==> config.mk <==
export PLATFORM = sky130hd
export DESIGN_NAME = bbf_front
export DESIGN_NICKNAME = d
export VERILOG_FILES = /design/src/rtl/core/bbf_pkg.sv /design/src/rtl/core/bbf_front.sv
export SDC_FILE = /design/constraint.sdc
export NUM_CORES = 1
export LEC_CHECK = 0
export ABC_CLOCK_PERIOD_IN_PS = 3600
export BUFFER_PORTS_ARGS = -buffer_cell sky130_fd_sc_hd__buf_2
export CAP_MARGIN = 20
export CORE_AREA = 5 5 65 67
export DETAILED_ROUTE_END_ITERATION = 16
export DIE_AREA = 0 0 70 72
export PLACE_DENSITY = 0.92
export SLEW_MARGIN = 20
export SYNTH_ARGS = -nofsm -noshare
export SYNTH_HDL_FRONTEND = slang
export SYNTH_SLANG_ARGS = --single-unit
==> constraint.sdc <==
create_clock -name i_clk -period 3.6 [get_ports i_clk]
set_input_delay 0.18 -clock i_clk [delete_from_list [all_inputs] [get_ports i_clk]]
set_output_delay 0.18 -clock i_clk [all_outputs]
set_load 0.1 [all_outputs]
==> src/rtl/core/bbf_pkg.sv <==
// Shared types and constants for the bounded byte FIFO.
package bbf_pkg;

    localparam int BYTE_W = 8;
    localparam int CNT_W  = 13;
    localparam int TOT_W  = 64;
    localparam int MODE_W = 2;

    localparam logic [CNT_W-1:0] CAP_RESET = 13'd4096;

    // input mode codes
    localparam logic [MODE_W-1:0] MODE_PUSH  = 2'd0;
    localparam logic [MODE_W-1:0] MODE_POP   = 2'd1;
    localparam logic [MODE_W-1:0] MODE_CLOSE = 2'd2;
    localparam logic [MODE_W-1:0] MODE_NOP   = 2'd3;

    typedef enum logic [1:0] {
        OP_PUSH,
        OP_POP,
        OP_CLOSE,
        OP_NOP
    } t_op;

    typedef enum logic {
        BK_EXEC,
        BK_READ
    } t_back_state;

    // classified command, front to back
    typedef struct packed {
        t_op               op;
        logic [BYTE_W-1:0] data;
        logic [CNT_W-1:0]  count;
    } t_cmd;

    // one result beat
    typedef struct packed {
        logic              accepted;
        logic [BYTE_W-1:0] front_byte;
        logic              front_valid;
        logic [CNT_W-1:0]  free_space;
        logic [CNT_W-1:0]  buffered_count;
        logic [TOT_W-1:0]  total_pushed;
        logic [TOT_W-1:0]  total_popped;
        logic              closed;
        logic              finished;
    } t_result;

endpackage

==> src/rtl/core/bbf_front.sv <==
// Front end: accepts input beats, decodes the mode, and queues commands for the back end.
module bbf_front (
    input  logic                        i_clk,
    input  logic                        i_rst_n,
    input  logic                        i_push,
    input  logic [bbf_pkg::MODE_W-1:0]  i_mode,
    input  logic [bbf_pkg::BYTE_W-1:0]  i_data_byte,
    input  logic [bbf_pkg::CNT_W-1:0]   i_pop_count,
    output logic                        o_full,
    output logic                        o_cmd_valid,
    output bbf_pkg::t_cmd               o_cmd,
    input  logic                        i_cmd_take
);

    logic [1:0]    r_count, n_count;
    logic          r_wr_idx, n_wr_idx;
    logic          r_rd_idx, n_rd_idx;
    bbf_pkg::t_cmd r_q [2];
    bbf_pkg::t_cmd dec_cmd;
    logic          wr_en;
    logic          rd_en;

    // mode decode
    always_comb begin
        dec_cmd.data  = i_data_byte;
        dec_cmd.count = i_pop_count;
        unique case (i_mode)
            bbf_pkg::MODE_PUSH:  dec_cmd.op = bbf_pkg::OP_PUSH;
            bbf_pkg::MODE_POP:   dec_cmd.op = bbf_pkg::OP_POP;
            bbf_pkg::MODE_CLOSE: dec_cmd.op = bbf_pkg::OP_CLOSE;
            bbf_pkg::MODE_NOP:   dec_cmd.op = bbf_pkg::OP_NOP;
            default:             dec_cmd.op = bbf_pkg::OP_NOP;
        endcase
    end

    assign o_full      = (r_count == 2'd2);
    assign o_cmd_valid = (r_count != 2'd0);
    assign o_cmd       = r_q[r_rd_idx];
    assign wr_en       = i_push && !o_full;
    assign rd_en       = i_cmd_take && o_cmd_valid;

    always_comb begin
        n_wr_idx = wr_en ? !r_wr_idx : r_wr_idx;
        n_rd_idx = rd_en ? !r_rd_idx : r_rd_idx;
        n_count  = r_count;
        if (wr_en && !rd_en) begin
            n_count = r_count + 2'd1;
        end else if (rd_en && !wr_en) begin
            n_count = r_count - 2'd1;
        end
    end

    always_ff @(posedge i_clk) begin
        if (!i_rst_n) begin
            r_count  <= 2'd0;
            r_wr_idx <= 1'b0;
            r_rd_idx <= 1'b0;
        end else begin
            r_count  <= n_count;
            r_wr_idx <= n_wr_idx;
            r_rd_idx <= n_rd_idx;
        end
    end

    always_ff @(posedge i_clk) begin
        if (wr_en) begin
            r_q[r_wr_idx] <= dec_cmd;
        end
    end

    a_count_bound: assert property (@(posedge i_clk) disable iff (!i_rst_n)
        (r_count != 2'd3))
        else $error("command queue count out of range");

    a_no_take_empty: assert property (@(posedge i_clk) disable iff (!i_rst_n)
        (r_count == 2'd0) && !wr_en |=> (r_count == 2'd0))
        else $error("command queue count moved with no beat");

    a_full_holds: assert property (@(posedge i_clk) disable iff (!i_rst_n)
        o_full && !rd_en |=> o_full)
        else $error("command queue left full with no take");

endmodule

==> out/summary.txt, run 1 <==
flop2flop setup slack: 1.71 ns
CTS tree: built
DP Wirelength: 2150 µm
most frequent cells after synthesis: edfxtp_1 (46), mux2_2 (23), dfxtp_1 (5), and2_1 (3)
Async SR Flop Fraction: 0
register area share after synthesis: 0.782
Die ar.: 5040 µm²
most frequent cell after synthesis: edfxtp_1
M1 GR Usage: 0.134
Synth area leader: edfxtp_1
clock root buffer: clkbuf_4
Post-Syn Area per Cell: 19.3 µm²
post-synth cell types: 22
Layout Skew: 0.00742 ns
core footprint: 3580 µm²
CP Data Required Time: 3.42 ns
Yosys top cell area share: 0.729
global route total overflow: 0
WP data arrival: 2.14 ns
Final Cycle Share: 0.646
FF+latch count, synth: 51
RSZ-0062 raised after global routing: no
Slew headroom: 0.292
Reg clk slew, reported paths: 0.13 ns
Mapped Cells: 98
Final Max Slew Viols: 0
Synth Warn #: 0
Worst setup EP type: primary output
vias per cell: 4.90
fin area: 2520 µm²
Final ANT Viol Nets: 0
DRC: 0
GRT met3 Usage: 0.0429
RD Place Congestion: 0.711
gr usage total: 0.133
fin nets: 204
Initial Util: 0.529
ANT cells: 0
worst hold slack: 0.103 ns
Setup violations, final: 0
Final Hold Viols: 0
1st-pass router iterations: 4
final wirelength: 3350 µm
hold depth: 2
buffers added on ports: 51
setup_tns: 0 ns
placed cell area: 2200 µm²
area of the multi-input gates: 394 µm²
Worst-Skew Late Latency: 0.35 ns
EDFF count, synth: 46
crit path max fanout: 23
status: completed
pin count of the biggest net entering global routing: 25
Max stage delay on crit path: 1.03 ns
fillers: 256
delay-heaviest family, CP: flip-flops
Post-Syn Nets: 126
initial antenna violation count: 0
met2 Track Usage GR: 0.263
Reg area: 1480 µm²
vias in the first global route: 1149
Startpoint Class: flop
# H-tree levels: 2
row cnt: 22
CP max-delay cell: dfxtp_1
CTS sink count: 51
Cell Chain, Critical Path: mux2_2, buf_2
Area Overhead vs Synth: 33.1%
WS Path Type: flop to primary output
vias: 1102
hold endpoint: r_wr_idx$_SDFFE_PN0P_
chip width: 70 µm
clk buf depth: 2
HP Start: i_rst_n
DR iter-0 viols: 52
top post-synthesis cells by area: edfxtp_1 (73%), mux2_2 (14%), dfxtp_1 (5.3%), and2_1 (0.99%), xnor2_1 (0.92%)
gr busiest metal: met2
worst r2r src: r_count[0]$_SDFFE_PN0P_
Netlist Area Pre-Place: 1890 µm²
# IOs: 52
Peak Freq: 430 MHz
Crit path buffers/inverters: 1
first-pass GRT wire length: 5130 µm
max_cap viols: 0
cts bufs inserted: 5
minimum clock period: 2.32 ns
Worst Tran Pin Value: 1.06 ns
mean routed wirelength per cell: 14.9 µm
RR Endpoint: r_q[1][11]$_DFFE_PP_
worst min-delay path category: input pin to flop
die height: 72 µm
share of layout cells above drive strength 1: 0.486
Synth Flop Type: edfxtp_1
R2R cell count: 2
## area by class of cell
class,count,share of cell area
flip-flops and latches,51,0.588
repair buffers,75,0.197
multi-input cells,41,0.156
well taps,48,0.0238
clock inverters,3,0.0174
clock buffers,5,0.0149
inverters,2,0.00298
## worst max-delay path by stage
stage	to	slack [ns]	startpoint	depth (start not counted)
finish	o_cmd[14]	1.28	flop	2
global placement	o_cmd[14]	1.69	flop	2
CTS	o_cmd[14]	1.22	flop	2
detailed placement	o_cmd[14]	1.64	flop	2
floorplan	r_q[0][0]$_DFFE_PP_	1.44	r_count[0]$_SDFFE_PN0P_	3
global route	o_cmd[14]	1.11	flop	2
## repair_timing
item	in CTS	in global routing
hold buffers	15	8
endpoints found under the hold margin	28	15
setup buffers	0	0
resized for setup	0	0
## state kept, by name, summed over array words and instances (netlist names), named ones only
signal	count
r_q	46
r_count	2
r_rd_idx	1
r_wr_idx	1
## routing by layer
metal,wire [µm],vias up,share of wire
met4,0,0,0
met1,1190,535,0.36
met2,1930,46,0.58
met5,0,-,0
met3,231,0,0.069
li1,-,521,-
## stage by stage
stage / instances / setup slack (ns) / utilization
final: 225 / 1.28 / 0.705
after global routing: 225 / 1.11 / 0.705
after CTS: 216 / 1.22 / 0.679
after detailed placement: 193 / 1.64 / 0.614
after global placement: 193 / 1.69 / 0.614
after floorplan: 98 / 1.44 / -
## kinds of logic (layout without fill, tap and decap cells)
kind of cell,Yosys count,in the layout,synth area share
multiplexers,23,23,0.137
XOR/XNOR,3,3,0.0139
buffers and inverters,6,85,0.0132
flip-flops,51,51,0.782
AND/OR/NAND/NOR,9,9,0.0304
adder cells (fa/ha/maj),1,1,0.00660
AO/OA/AOI/OAI,5,5,0.0172
## layout by cell type, fill, tap and decap left out, types with 2 or more instances in the layout
cell type and count:
buf_2 51, edfxtp_1 46, mux2_2 23, dlygate4sd3_1 23, dfxtp_1 5, clkbuf_4 5
and2_1 3, xnor2_1 2
Power of run 1 is not shown: default switching activity piles up to over one toggle a cycle in this logic, so the estimate is an artifact.
==> run 2, diff against run 1 <==
ABC_CLOCK_PERIOD_IN_PS = 2190   (was 3600)
CORE_AREA = 5 5 67 69   (was 5 5 65 67)
DIE_AREA = 0 0 72 74   (was 0 0 70 72)
PLACE_DENSITY = 0.88   (was 0.92)
clock period = 2.19 ns   (was 3.6 ns; I/O delays follow)
==> out/summary.txt, run 2 (same netlist as run 1, synthesis figures left out) <==
status: completed (unchanged)
WP data arrival: 1.90 ns (was 2.14 ns)
# IOs: 52 (unchanged)
Post-CTS Repair Setup Buffers: 0 (unchanged)
vias in the first global route: 1189 (was 1149)
Final Max Slew Viols: 0 (unchanged)
Peak Freq: 598 MHz
row cnt: 23 (was 22)
setup_tns: 0 ns (unchanged)
max_cap viols: 0 (unchanged)
Slew headroom: 0.670 (was 0.292)
Cell Chain, Critical Path: nand2b_1, inv_2, nor2_1, ha_1, or3_1, a21boi_1 (was mux2_2, buf_2)
commonest non-fill, non-tap cell in the layout: buf_2 (unchanged)
commonest non-fill, non-tap cells in the layout: buf_2 (50), edfxtp_1 (46), mux2_2 (23), dlygate4sd3_1 (22), buf_4 (6) (was buf_2 (51), edfxtp_1 (46), mux2_2 (23), dlygate4sd3_1 (23))
RD Place Congestion: 0.653 (was 0.711)
DR iter-0 viols: 48 (was 52)
Reg clk slew, reported paths: 0.08 ns (was 0.13 ns)
Worst setup EP type: flop (was primary output)
global route total overflow: 0 (unchanged)
fillers: 292 (was 256)
RSZ-0062 raised after global routing: no (unchanged)
Startpoint Class: flop (unchanged)
worst min-delay path category: input pin to flop (unchanged)
max reg flops: 46 (unchanged)
clock root buffer: clkbuf_8 (was clkbuf_4)
Final Hold Viols: 0 (unchanged)
fin nets: 208 (was 204)
Placed Cells: 201 (was 193)
chip width: 72 µm (was 70 µm)
CP Data Required Time: 2.42 ns (was 3.42 ns)
hold_buf cts: 18 (was 15)
DP Wirelength: 2390 µm (was 2150 µm)
initial antenna violation count: 0 (unchanged)
Initial Util: 0.491 (was 0.529)
top flop regs: r_q: 46 flops, r_count: 2 flops (unchanged)
mean routed wirelength per cell: 14.8 µm (was 14.9 µm)
CP max-delay cell: dfxtp_1 (unchanged)
minimum clock period: 1.67 ns
vias: 1082 (was 1102)
buffers added on ports: 51 (unchanged)
Layout Skew: 0.00443 ns (was 0.00742 ns)
cts repair resizes: 0 (unchanged)
CTS tree: built (unchanged)
pre-CTS setup slack: 0.547 ns (was 1.64 ns)
DRC: 0 (unchanged)
ANT cells: 0 (unchanged)
Worst-Skew Late Latency: 0.29 ns (was 0.35 ns)
# H-tree levels: 2 (unchanged)
Final Cycle Share: 0.763
gr usage total: 0.135 (was 0.133)
pin count of the biggest net entering global routing: 16 (was 25)
final wirelength: 3410 µm (was 3350 µm)
Area Overhead vs Synth: 35.5% (was 33.1%)
fin cells: 231 (was 225)
Max stage delay on crit path: 0.42 ns (was 1.03 ns)
CTS sink count: 51 (unchanged)
Worst Tran Pin Value: 0.499 ns (was 1.06 ns)
clk buf depth: 2 (unchanged)
1st-pass router iterations: 2 (was 4)
Die ar.: 5330 µm² (was 5040 µm²)
vias per cell: 4.68 (was 4.90)
core footprint: 3860 µm² (was 3580 µm²)
WS Path Type: flop to flop (was flop to primary output)
post-route setup slack: 0.519 ns (was 1.28 ns)
die height: 74 µm (was 72 µm)
Largest Register: r_q (unchanged)
cts bufs inserted: 5 (unchanged)
Setup violations, final: 0 (unchanged)
share of layout cells above drive strength 1: 0.497 (was 0.486)
crit path max fanout: 5 (was 23)
Final ANT Viol Nets: 0 (unchanged)
first-pass GRT wire length: 5300 µm (was 5130 µm)
==> run 2: cell count changes in the layout (fill, tap and decap cells not counted), sizes merged <==
cell	before	now
clkbuf	5	6
dlygate4sd3	23	22
buf	52	57
clkinvlp	0	1
bufinv	1	0
clkinv	2	1
==> run 2: critical path, delay by kind of cell, from the launching register on <==
| kind | cells | cell delay (ns) |
|---|---|---|
| AOI/OAI and AO/OA | 1 | 0.15 |
| DFF | 1 | 0.42 |
| buffers and inverters | 1 | 0.08 |
| and+or+nand+nor | 3 | 0.68 |
| adders and majority gates | 1 | 0.28 |
==> run 2: final cells by class <==
type / instances / area (µm²) / share of cell area
clock buffers: 6 / 72.6 / 0.0283
clock inverters: 2 / 12.5 / 0.00488
inverters: 2 / 7.51 / 0.00293
multi-input cells: 41 / 394 / 0.154
flip-flops and latches: 51 / 1480 / 0.577
well taps: 50 / 62.6 / 0.0244
repair buffers: 79 / 536 / 0.209
==> run 2: path summary, 6_finish.rpt <==
path / startpoint / endpoint / slack [ns] / depth (start not counted)
max: r_count[0]$_SDFFE_PN0P_ / r_count[1]$_SDFFE_PN0P_ / 0.52 / 6
min: i_pop_count[11] / r_q[0][11]$_DFFE_PP_ / 0.01 / 1
max reg2reg: r_count[0]$_SDFFE_PN0P_ / r_count[1]$_SDFFE_PN0P_ / 0.52 / 6
min reg2reg: r_count[1]$_SDFFE_PN0P_ / r_count[1]$_SDFFE_PN0P_ / 0.56 / 2
==> run 2: metal layers <==
| layer | wire length (µm) | vias up | share of wire | track usage |
|---|---|---|---|---|
| li1 | - | 529 | - | - |
| met1 | 1230 | 521 | 0.36 | 0.145 |
| met2 | 1960 | 30 | 0.57 | 0.241 |
| met3 | 189 | 2 | 0.055 | 0.0514 |
| met4 | 29 | 0 | 0.0085 | 0.0543 |
| met5 | 0 | - | 0 | 0 |
==> run 2: per-stage QoR <==
step	area [µm²]	hold slack, ns	util
floorplan	1890	0.208	-
global placement	2260	0.297	0.586
detailed placement	2260	0.300	0.586
CTS	2530	0.000562	0.655
global route	2570	0.00522	0.665
finish	2570	0.0139	0.665
Power of run 2 is left out for the same reason.
==> run 3, diff against run 2 <==
ABC_CLOCK_PERIOD_IN_PS = 1460   (was 2190)
CORE_AREA = 5 5 71 73   (was 5 5 67 69)
DIE_AREA = 0 0 76 78   (was 0 0 72 74)
PLACE_DENSITY = 0.83   (was 0.88)
clock period = 1.46 ns   (was 2.19 ns; I/O delays follow)
==> out/summary.txt, run 3 (same netlist as run 1, synthesis figures left out) <==
Initial Util: 0.441 (was 0.491)
vias: 1136 (was 1082)
CTS sink count: 51 (unchanged)
Placed Cells: 204 (was 201)
Setup violations, final: 6 (was 0)
setup_tns: -0.0392 ns (was 0 ns)
row cnt: 24 (was 23)
Reg clk slew, reported paths: 0.09 ns (was 0.08 ns)
CP max-delay cell: dfxtp_4 (was dfxtp_1)
fin cells: 238 (was 231)
R2R cell count: 7 (was 6)
Reg area: 1490 µm² (was 1480 µm²)
fillers: 260 (was 292)
Peak Freq: 680 MHz
pin count of the biggest net entering global routing: 18 (was 16)
# IOs: 52 (unchanged)
cts bufs inserted: 5 (unchanged)
Final Hold Viols: 0 (unchanged)
Largest Register: r_q (unchanged)
vias per cell: 4.77 (was 4.68)
share of layout cells above drive strength 1: 0.559 (was 0.497)
Layout Skew: 0.00736 ns (was 0.00443 ns)
Final Max Slew Viols: 0 (unchanged)
Worst-Skew Late Latency: 0.31 ns (was 0.29 ns)
Die ar.: 5930 µm² (was 5330 µm²)
worst r2r src: r_count[0]$_SDFFE_PN0P_ (unchanged)
max reg flops: 46 (unchanged)
Worst Tran Pin Value: 0.278 ns (was 0.499 ns)
final wirelength: 4150 µm (was 3410 µm)
delay-heaviest family, CP: flip-flops (was simple AND/OR/NAND/NOR gates)
leakage power: 1.19 nW
crit path max fanout: 6 (was 5)
gr usage total: 0.146 (was 0.135)
RR Endpoint: r_count[1]$_SDFFE_PN0P_ (unchanged)
clk buf depth: 2 (unchanged)
die height: 78 µm (was 74 µm)
failing checks: setup timing
peak supply drop: 1.69 mV
Slew headroom: 0.816 (was 0.670)
WS Path Type: flop to primary output (was flop to flop)
max_cap viols: 0 (unchanged)
Final ANT Viol Nets: 0 (unchanged)
1st-pass router iterations: 3 (was 2)
DRC: 0 (unchanged)
Final Cycle Share: 1.01
ANT cells: 0 (unchanged)
first-pass GRT wire length: 6530 µm (was 5300 µm)
# H-tree levels: 2 (unchanged)
status: complete, but fails checks (was completed)
clock root buffer: clkbuf_8 (unchanged)
chip width: 76 µm (was 72 µm)
CTS tree: built (unchanged)
minimum clock period: 1.47 ns
post-route setup slack: -0.00952 ns (was 0.519 ns)
Area Overhead vs Synth: 62.4% (was 35.5%)
core footprint: 4290 µm² (was 3860 µm²)
power per cell area: 2180 nW/µm²
mean routed wirelength per cell: 17.4 µm (was 14.8 µm)
Cell Chain, Critical Path: buf_6, mux2_2, buf_12 (was nand2b_1, inv_2, nor2_1, ha_1, or3_1, a21boi_1)
vias in the first global route: 1275 (was 1189)
commonest non-fill, non-tap cell in the layout: edfxtp_1 (was buf_2)
DR iter-0 viols: 45 (was 48)
RD Place Congestion: 0.683 (was 0.653)
worst min-delay path category: input pin to flop (unchanged)
flop2flop setup slack: 0.03 ns (was 0.52 ns)
Stages on worst setup path: 3 (was 6)
worst setup path endpoint: o_cmd[22] (was r_count[1]$_SDFFE_PN0P_)
fin nets: 213 (was 208)
CP Data Required Time: 1.39 ns (was 2.42 ns)
buffers added on ports: 51 (unchanged)
area of the multi-input gates: 467 µm² (was 394 µm²)
Max stage delay on crit path: 0.39 ns (was 0.42 ns)
Worst setup EP type: primary output (was flop)
initial antenna violation count: 0 (unchanged)
WP data arrival: 1.40 ns (was 1.90 ns)
top flop regs: r_q: 46 flops, r_count: 2 flops (unchanged)
RSZ-0062 raised after global routing: yes (was no)
commonest non-fill, non-tap cells in the layout: edfxtp_1 (46), buf_2 (26), buf_12 (25), dlygate4sd3_1 (23), mux2_2 (13) (was buf_2 (50), edfxtp_1 (46), mux2_2 (23), dlygate4sd3_1 (22), buf_4 (6))
Crit path buffers/inverters: 2 (was 1)
global route total overflow: 0 (unchanged)
Startpoint Class: flop (unchanged)
[run 3: cell types whose count changed in the layout (fill, tap and decap cells not counted), sizes merged]
cell | before | now
dlygate4sd3 | 22 | 23
clkinvlp | 1 | 2
inv | 2 | 3
clkbuf | 6 | 5
buf | 57 | 61
clkinv | 1 | 0
[run 3: area by class of cell]
class | count | area share
Clock buffer | 5 | 0.0224
Multi-Input combinational cell | 41 | 0.152
Tap cell | 52 | 0.0211
Clock inverter | 3 | 0.00773
Inverter | 2 | 0.00488
Timing Repair Buffer | 84 | 0.308
Sequential cell | 51 | 0.484
[run 3: power by group]
| group | switching, mW | internal [mW] | total, mW |
|---|---|---|---|
| Clock | 0.474 | 0.343 | 0.817 |
| Combinational | 2.43 | 1.51 | 3.94 |
| Sequential | 0.110 | 1.86 | 1.97 |
[run 3: metal layers]
metal	GRT usage	part of all wire	vias up
li1	-	-	544
met1	0.150	0.35	548
met2	0.266	0.58	34
met3	0.0417	0.050	10
met4	0.0747	0.023	0
met5	0	0	-
[run 3: metrics by stage]
| step | power [mW] | worst slack [ns] | hold slack, ns | cell area, µm² | util |
|---|---|---|---|---|---|
| 2_1_floorplan | 4.33 | -0.190 | 0.172 | 1920 | - |
| 3_3_place_gp | 5.54 | 0.0354 | 0.263 | 2630 | 0.613 |
| 3_5_place_dp | 5.62 | -0.0326 | 0.265 | 2630 | 0.613 |
| 4_1_cts | 6.57 | -0.0212 | 0.00681 | 3000 | 0.698 |
| 5_1_grt | 6.96 | -0.0562 | 0.0172 | 3080 | 0.716 |
| 6_report | 6.72 | -0.00952 | 0.00941 | 3080 | 0.716 |
[run 3: what timing repair did]
| action | 4_1_cts | 5_1_grt |
|---|---|---|
| resized for setup | 10 | 18 |
| pin swaps | 1 | 0 |
| endpoints found under the hold margin | 46 | 0 |
| setup buffers | 1 | 1 |
| hold buffers | 23 | 0 |
| endpoints found under the setup margin | 24 | 38 |
| cloned | 1 | 0 |
[run 3: worst min path at each step]
stage	from	endpoint	slack, ns	depth (start not counted)
floorplan	i_pop_count[0]	r_q[0][0]$_DFFE_PP_	0.17	0
global placement	i_mode[1]	r_q[1][22]$_DFFE_PP_	0.26	1
detailed placement	i_data_byte[0]	r_q[1][13]$_DFFE_PP_	0.27	1
CTS	i_rst_n	r_wr_idx$_SDFFE_PN0P_	0.007	2
global route	i_rst_n	r_wr_idx$_SDFFE_PN0P_	0.02	2
finish	i_rst_n	r_wr_idx$_SDFFE_PN0P_	0.009	2
No activity file was read; power rests on OpenSTA's default activity.
